[config.mk]
export PLATFORM = sky130hd
export DESIGN_NAME = black_offset_bracket_search
export DESIGN_NICKNAME = d
export VERILOG_FILES = /design/src/rtl/bobs_pkg.sv /design/src/rtl/black_offset_bracket_search.sv /design/src/rtl/bobs_cfg.sv /design/src/rtl/bobs_chan.sv
export SDC_FILE = /design/constraint.sdc
export NUM_CORES = 1
export LEC_CHECK = 0
export BUFFER_PORTS_ARGS = -buffer_cell sky130_fd_sc_hd__buf_4
export CORE_ASPECT_RATIO = 0.6
export CORE_UTILIZATION = 55
export CTS_CLUSTER_DIAMETER = 100
export DETAILED_ROUTE_END_ITERATION = 8
export GPL_TIMING_DRIVEN = 0
export PLACE_DENSITY = 0.74
export SYNTH_ARGS = -nofsm -noshare
export SYNTH_HDL_FRONTEND = slang
export SYNTH_SLANG_ARGS = --single-unit
[constraint.sdc]
create_clock -name clk -period 36.3 [get_ports clk]
set_input_delay 3.63 -clock clk [delete_from_list [all_inputs] [get_ports clk]]
set_output_delay 3.63 -clock clk [all_outputs]
set_load 0.005 [all_outputs]
[src/rtl/bobs_pkg.sv]
// Shared types and constants for the black offset bracket search
package bobs_pkg;

	localparam int OFS_W   = 14;
	localparam int LEVEL_W = 16;
	localparam int INCR_W  = 8;
	localparam int CNT_W   = 2;
	localparam int CFG_W   = 16;
	localparam int ADDR_W  = 3;

	typedef enum logic [ADDR_W-1:0] {
		REG_START  = 3'd0,
		REG_MAX    = 3'd1,
		REG_COUNT  = 3'd2,
		REG_BASE   = 3'd3,
		REG_INCR   = 3'd4,
		REG_STEP   = 3'd5,
		REG_SWAP   = 3'd6
	} reg_idx_t;

	localparam logic [OFS_W-1:0]   START_RST = 14'd2045;
	localparam logic [OFS_W-1:0]   MAX_RST   = 14'd8192;
	localparam logic [CNT_W-1:0]   COUNT_RST = 2'd2;
	localparam logic [LEVEL_W-1:0] BASE_RST  = 16'd1;
	localparam logic [INCR_W-1:0]  INCR_RST  = 8'd1;
	localparam logic [OFS_W-1:0]   STEP_RST  = 14'd16;

	typedef enum logic [1:0] {
		FIN_SEARCH = 2'd0,
		FIN_DONE   = 2'd1,
		FIN_STALL  = 2'd2
	} fin_t;

	typedef struct packed {
		logic [OFS_W-1:0]   start_value;
		logic [OFS_W-1:0]   max_value;
		logic [CNT_W-1:0]   channel_count;
		logic [LEVEL_W-1:0] base_level;
		logic [INCR_W-1:0]  increment;
		logic [OFS_W-1:0]   step_size;
		logic               swap_even_odd;
	} cfg_t;

	typedef struct packed {
		logic [OFS_W-1:0] ofs;
		logic [OFS_W-1:0] lo;
		logic [OFS_W-1:0] hi;
		logic             lo_known;
		logic             hi_known;
	} chan_t;

endpackage

[src/rtl/black_offset_bracket_search.sv]
// Top level: black-level offset search over two converter channels
//
//  channel  beat signals           payload
//  in       in_valid / in_ready    func, level_0, level_1
//  out      out_valid / out_ready  offset_0, offset_1, converged, stalled
//  cfg      cfg_we                 cfg_addr, cfg_data
//
// One beat per cycle while in_ready is high; the result is registered and appears in the cycle after its input beat.
// Search state and the result register update together at the input beat.
// in_ready drops only while a held result is not taken.
// Reset loads the register defaults and the start offset of 2045.
module black_offset_bracket_search (
	input  logic                          clk,
	input  logic                          arst_n,
	input  logic                          cfg_we,
	input  logic [bobs_pkg::ADDR_W-1:0]   cfg_addr,
	input  logic [bobs_pkg::CFG_W-1:0]    cfg_data,
	input  logic                          in_valid,
	output logic                          in_ready,
	input  logic                          func,
	input  logic [bobs_pkg::LEVEL_W-1:0]  level_0,
	input  logic [bobs_pkg::LEVEL_W-1:0]  level_1,
	output logic                          out_valid,
	input  logic                          out_ready,
	output logic [bobs_pkg::OFS_W-1:0]    offset_0,
	output logic [bobs_pkg::OFS_W-1:0]    offset_1,
	output logic                          converged,
	output logic                          stalled
);

	bobs_pkg::cfg_t  cfg;
	bobs_pkg::chan_t ch0_q, ch1_q, ch0_n, ch1_n, upd0, upd1, restart;
	bobs_pkg::fin_t  fin_q, fin_n;
	logic [bobs_pkg::LEVEL_W-1:0] lev0, lev1;
	logic [bobs_pkg::INCR_W-1:0]  add;
	logic conv0, conv1, chg0, chg1, used2, all_conv, accept;
	logic out_valid_q;
	logic [bobs_pkg::OFS_W-1:0] ofs0_q, ofs1_q;
	logic conv_q, stall_q;

	bobs_cfg u_cfg (
		.clk      (clk),
		.arst_n   (arst_n),
		.cfg_we   (cfg_we),
		.cfg_addr (cfg_addr),
		.cfg_data (cfg_data),
		.cfg      (cfg)
	);

	assign used2 = cfg.channel_count[1];

	always_comb begin
		priority if (!used2) begin
			lev0 = (level_0 < level_1) ? level_0 : level_1;
			lev1 = '0;
		end else if (cfg.swap_even_odd) begin
			lev0 = level_1;
			lev1 = level_0;
		end else begin
			lev0 = level_0;
			lev1 = level_1;
		end
	end

	assign all_conv = conv0 && (conv1 || !used2);
	assign add      = all_conv ? cfg.increment : '0;

	bobs_chan u_ch0 (
		.cur (ch0_q), .level (lev0), .cfg (cfg), .add (add),
		.nxt (upd0), .conv (conv0), .changed (chg0)
	);

	bobs_chan u_ch1 (
		.cur (ch1_q), .level (lev1), .cfg (cfg), .add (add),
		.nxt (upd1), .conv (conv1), .changed (chg1)
	);

	assign in_ready = !out_valid_q || out_ready;
	assign accept   = in_valid && in_ready;

	always_comb begin
		restart.ofs      = cfg.start_value;
		restart.lo       = '0;
		restart.hi       = '0;
		restart.lo_known = 1'b0;
		restart.hi_known = 1'b0;
		ch0_n = ch0_q;
		ch1_n = ch1_q;
		fin_n = fin_q;
		if (func) begin
			ch0_n = restart;
			ch1_n = restart;
			fin_n = bobs_pkg::FIN_SEARCH;
		end else if (fin_q == bobs_pkg::FIN_SEARCH) begin
			ch0_n = upd0;
			if (used2)
				ch1_n = upd1;
			if (all_conv)
				fin_n = bobs_pkg::FIN_DONE;
			else if (!(chg0 || (used2 && chg1)))
				fin_n = bobs_pkg::FIN_STALL;
		end
	end

	always_ff @(posedge clk or negedge arst_n) begin
		if (!arst_n) begin
			ch0_q       <= '{ofs: bobs_pkg::START_RST, lo: '0, hi: '0,
				lo_known: 1'b0, hi_known: 1'b0};
			ch1_q       <= '{ofs: bobs_pkg::START_RST, lo: '0, hi: '0,
				lo_known: 1'b0, hi_known: 1'b0};
			fin_q       <= bobs_pkg::FIN_SEARCH;
			out_valid_q <= 1'b0;
		end else begin
			if (accept) begin
				ch0_q <= ch0_n;
				ch1_q <= ch1_n;
				fin_q <= fin_n;
			end
			if (accept)
				out_valid_q <= 1'b1;
			else if (out_ready)
				out_valid_q <= 1'b0;
		end
	end

	// result register, payload only
	always_ff @(posedge clk) begin
		if (accept) begin
			ofs0_q  <= ch0_n.ofs;
			ofs1_q  <= ch1_n.ofs;
			conv_q  <= (fin_n == bobs_pkg::FIN_DONE);
			stall_q <= (fin_n == bobs_pkg::FIN_STALL);
		end
	end

	assign out_valid = out_valid_q;
	assign offset_0  = ofs0_q;
	assign offset_1  = ofs1_q;
	assign converged = conv_q;
	assign stalled   = stall_q;

endmodule

[src/rtl/bobs_cfg.sv]
// Configuration register file
module bobs_cfg (
	input  logic                         clk,
	input  logic                         arst_n,
	input  logic                         cfg_we,
	input  logic [bobs_pkg::ADDR_W-1:0]  cfg_addr,
	input  logic [bobs_pkg::CFG_W-1:0]   cfg_data,
	output bobs_pkg::cfg_t               cfg
);

	bobs_pkg::cfg_t cfg_q;

	always_ff @(posedge clk or negedge arst_n) begin
		if (!arst_n) begin
			cfg_q.start_value   <= bobs_pkg::START_RST;
			cfg_q.max_value     <= bobs_pkg::MAX_RST;
			cfg_q.channel_count <= bobs_pkg::COUNT_RST;
			cfg_q.base_level    <= bobs_pkg::BASE_RST;
			cfg_q.increment     <= bobs_pkg::INCR_RST;
			cfg_q.step_size     <= bobs_pkg::STEP_RST;
			cfg_q.swap_even_odd <= 1'b0;
		end else if (cfg_we) begin
			unique case (cfg_addr)
				bobs_pkg::REG_START: cfg_q.start_value   <= cfg_data[bobs_pkg::OFS_W-1:0];
				bobs_pkg::REG_MAX:   cfg_q.max_value     <= cfg_data[bobs_pkg::OFS_W-1:0];
				bobs_pkg::REG_COUNT: cfg_q.channel_count <= cfg_data[bobs_pkg::CNT_W-1:0];
				bobs_pkg::REG_BASE:  cfg_q.base_level    <= cfg_data;
				bobs_pkg::REG_INCR:  cfg_q.increment     <= cfg_data[bobs_pkg::INCR_W-1:0];
				bobs_pkg::REG_STEP:  cfg_q.step_size     <= cfg_data[bobs_pkg::OFS_W-1:0];
				bobs_pkg::REG_SWAP:  cfg_q.swap_even_odd <= cfg_data[0];
				default: ;
			endcase
		end
	end

	assign cfg = cfg_q;

endmodule

[src/rtl/bobs_chan.sv]
// One channel's bracket update and clamped next offset
module bobs_chan (
	input  bobs_pkg::chan_t                cur,
	input  logic [bobs_pkg::LEVEL_W-1:0]   level,
	input  bobs_pkg::cfg_t                 cfg,
	input  logic [bobs_pkg::INCR_W-1:0]    add,
	output bobs_pkg::chan_t                nxt,
	output logic                           conv,
	output logic                           changed
);

	localparam int W1 = bobs_pkg::OFS_W + 1;

	logic          is_low;
	logic [W1-1:0] up;
	logic [W1-1:0] step_val;
	logic [W1-1:0] sum;
	logic signed [W1-1:0] diff;
	logic [W1:0]   with_add;
	logic [bobs_pkg::OFS_W-1:0] lo_n, hi_n, clamped;

	always_comb begin
		is_low = (level <= cfg.base_level);
		lo_n   = is_low ? cur.ofs : cur.lo;
		hi_n   = is_low ? cur.hi  : cur.ofs;
		up     = {1'b0, cur.ofs} + {1'b0, cfg.step_size};
		sum    = {1'b0, lo_n} + {1'b0, hi_n};
		diff   = $signed({1'b0, lo_n}) - $signed({1'b0, hi_n});
		conv   = 1'b0;
		priority if (is_low && !cur.hi_known) begin
			step_val = (cur.ofs > cfg.step_size) ?
				{1'b0, cur.ofs - cfg.step_size} : '0;
		end else if (!is_low && !cur.lo_known) begin
			step_val = (up < {1'b0, cfg.max_value}) ? up : {1'b0, cfg.max_value};
		end else if (diff < $signed(W1'(2))) begin
			conv     = 1'b1;
			step_val = {1'b0, (lo_n < hi_n) ? lo_n : hi_n};
		end else begin
			step_val = sum >> 1;
		end
		with_add = {1'b0, step_val} + {{(W1 + 1 - bobs_pkg::INCR_W){1'b0}}, add};
		clamped  = (with_add > {2'b00, cfg.max_value}) ? cfg.max_value
			: with_add[bobs_pkg::OFS_W-1:0];
		changed  = (clamped != cur.ofs);

		nxt.ofs      = clamped;
		nxt.lo       = lo_n;
		nxt.hi       = hi_n;
		nxt.lo_known = cur.lo_known | is_low;
		nxt.hi_known = cur.hi_known | ~is_low;
	end

endmodule

==> summary.md <==
| Metric | Value |
|---|---|
| Status | `complete, but fails checks` |
| Failing checks | `DRC, capacitance limit, slew limit` |
| Area delta synth->final | `9.22%` |
| Max cap viols | `1` |
| Crit Path Max Fanout | `10` |
| Main synth FF type | `dfrtp_1` |
| Fill cells | `3316` |
| Clock root cell | `clkbuf_16` |
| Core Util, Final | `61.8%` |
| Hold-fix buffers at CTS | `0` |
| Layout cells sized above 1 | `11.3%` |
| H-Tree Depth | `4` |
| RSZ-0062 raised after global routing | `false` |
| CP bufs+invs | `11` |
| Worst Setup Start Kind | `primary input` |
| Initial DRC count | `3449` |
| Met2 routed WL | `28.8 mm` |
| Die Y | `153 um` |
| Worst-Skew Late Latency | `0.47 ns` |
| Number of global-route vias before repair | `19399` |
| GRT overflow | `0` |
| Clock Path Buffers | `2` |
| Post-CTS Resized | `0` |
| Setup TNS | `0 ns` |
| Final Setup Violations | `0` |
| DP HPWL | `66.7 mm` |
| Synth Register Bits | `189` |
| Port Buffers | `86` |
| Die span in x | `253 um` |
| Via count of the routed design | `21357` |
| Clk slew on worst S/H paths | `0.08 ns` |
| Worst setup path class | `in -> reg` |
| Final nets | `2919` |
| Top delay family on crit path | `compound AO/OA/AOI/OAI gates` |
| Slew Limit Fails | `4` |
| Post-synth top area share | `14.9%` |
| Average vias per placed instance | `6.79` |
| Commonest cells post-synth | `ha_1 (224), nand2_1 (213), nor2_1 (203), o21ai_0 (189), inv_1 (180)` |
| Largest net degree at the start of global routing | `95` |
| Biggest area consumer among synthesized cells | `dfrtp_1` |
| Post-synthesis sequential area ratio | `23.7%` |
| Top-count cell post-synth | `ha_1` |
| Number of synthesized flops with an enable pin | `30` |
| Synth top area cells | `dfrtp_1 (15%), ha_1 (13%), mux2i_1 (4.7%)` |
| Synthesized Nets | `2812` |
| Fmax | `46.6 MHz` |
| Worst Skew | `0.0152 ns` |
| Synthesized area | `20800 um2` |
| HP Class | `reg -> reg` |
| Initial Util | `56.6%` |
| DRC | `18` |
| Clock Sinks | `189` |
| Crit path required time | `36.61 ns` |
| Nature of the critical path endpoint | `register` |
| CTS buffer count | `17` |
| DIE AREA | `38600 um2` |
| Crit-path slowest cell | `o31ai_1` |
| Post-Syn Area per Cell | `8.24 um2` |
| Post-DR wirelength/cell | `26.3 um` |
| Post-CTS Repair Setup Buffers | `0` |
| Final RePlAce weighted congestion | `1.09` |
| Most used cell, CP | `a21o_1` |
| TritonCTS clock tree | `built` |
| Final antenna-violating net count | `0` |
| Min Clock Period, post-route | `21.45 ns` |
| DRT met1 WL | `36.5 mm` |
| First-pass GRT wire length | `122 mm` |
| Core area | `36800 um2` |
| Normalized max-slew margin | `-2.42%` |
| Total GRT Usage | `42.4%` |
| Highest routed layer | `met5` |
| Syn. warnings | `0` |
| Syn Inst Count | `2522` |
| Multi-input logic area | `14700 um2` |
| Share of flip-flops with an asynchronous set or reset | `84.1%` |
| Period Utilization, post-route | `59.1%` |
| Netlist cell types | `105` |
| CP max stage delay | `1.16 ns` |
| Hold WS | `0.487 ns` |
| Overall routed net length | `82.7 mm` |
| I/O pin cnt | `89` |
| Final Hold Fails | `0` |
| Initial antenna violation count | `0` |
| Initial DRT Pass Iterations | `9` |
| Worst-margin pin slew | `1.52 ns` |
| Seq. cell area | `4920 um2` |
| FP Rows | `54` |
| Critical path arrival | `21.75 ns` |
| Met3 WL | `15.5 mm` |
[final cells by class]
class                   count  share of cell area, %
diodes                      1                 0.0110
plain buffers             125                   2.21
clock buffers              17                   1.87
clock inverters            15                  0.672
inverters                 183                   3.02
multi-input cells        2025                   64.7
flip-flops and latches    189                   21.7
well taps                 504                   2.78
repair buffers             88                   3.09
[worst min-delay path, delay by kind of cell (launching register included)]
kind,cells,cell delay [ns]
AOI/OAI and AO/OA,1,0.06
DFF,1,0.35
and+or+nand+nor,1,0.05
[logic make-up (layout without fill, tap and decap cells)]
| kind of cell | after synthesis | in the layout | share of synthesized area, % |
|---|---|---|---|
| mux | 176 | 176 | 8.95 |
| compound gates | 793 | 793 | 25.8 |
| xor+xnor | 127 | 127 | 5.42 |
| buf+inv | 308 | 428 | 5.72 |
| simple gates | 694 | 694 | 16.0 |
| fa+ha+maj | 235 | 235 | 14.4 |
| flops | 189 | 189 | 23.7 |
| other cells | 0 | 1 | 0 |
[registers in the layout (all words and copies together), names as in the netlist]
| name | count |
|---|---|
| u_cfg.cfg | 68 |
| out_valid | 1 |
| converged | 1 |
| offset_0 | 14 |
| ch0_q | 44 |
| stalled | 1 |
| fin_q | 2 |
| offset_1 | 14 |
| ch1_q | 44 |
[cells in the final DEF (no fill, tap or decap), types with 16 or more instances in the layout]
master,instances
nand2_1,213
nand4_1,22
nand3_1,31
xor2_1,44
ha_1,224
nand2b_1,34
and2_1,22
a31oi_1,21
o211ai_1,26
nor2b_1,29
nor4_1,22
buf_4,86
dfrtp_1,124
clkbuf_1,104
clkbuf_16,17
nor2_1,203
nor3_1,36
o31ai_1,24
edfxtp_1,30
or3_1,19
xnor2_1,82
inv_1,180
a21o_1,86
a211oi_1,46
o21bai_1,16
o21ai_0,189
a21oi_1,158
mux2_2,79
dfstp_2,35
o22ai_1,17
mux2i_1,97
a22o_1,29
[worst paths after layout]
kind                                     startpoint               endpoint  slack (ns)  cells after the start
min reg2reg                    ch1_q[3]$_DFFE_PN0P_   ch1_q[3]$_DFFE_PN0P_        0.49                      2
max in group asynchronous                    arst_n   ch0_q[8]$_DFFE_PN0P_       32.28                      2
min in group asynchronous                    arst_n  ch1_q[12]$_DFFE_PN0P_        3.09                      1
min                            ch1_q[3]$_DFFE_PN0P_   ch1_q[3]$_DFFE_PN0P_        0.49                      2
max reg2reg                u_cfg.cfg[0]$_DFFE_PN0P_      stalled$_DFFE_PP_       19.30                     49
max                                      level_0[1]      stalled$_DFFE_PP_       14.85                     65
[through the flow]
stage | setup WS, ns | std cells | instance area [um2]
4_1_cts | 15.87 | 3146 | 22700
3_5_place_dp | 15.52 | 3114 | 22100
2_1_floorplan | 19.65 | 2522 | 20800
6_report | 14.85 | 3147 | 22700
5_1_grt | 14.17 | 3146 | 22700
3_3_place_gp | 15.49 | 3112 | 22100
[per-layer routing]
| metal | up-vias | global-route usage (%) |
|---|---|---|
| met1 | 10310 | 63.7 |
| li1 | 9400 | - |
| met4 | 12 | 8.14 |
| met2 | 1513 | 50.4 |
| met3 | 122 | 23.3 |
| met5 | - | 6.58 |
Power is left out: the tool's default activity adds up to more than one toggle a clock period on the data nets, which glitch-free logic cannot reach.
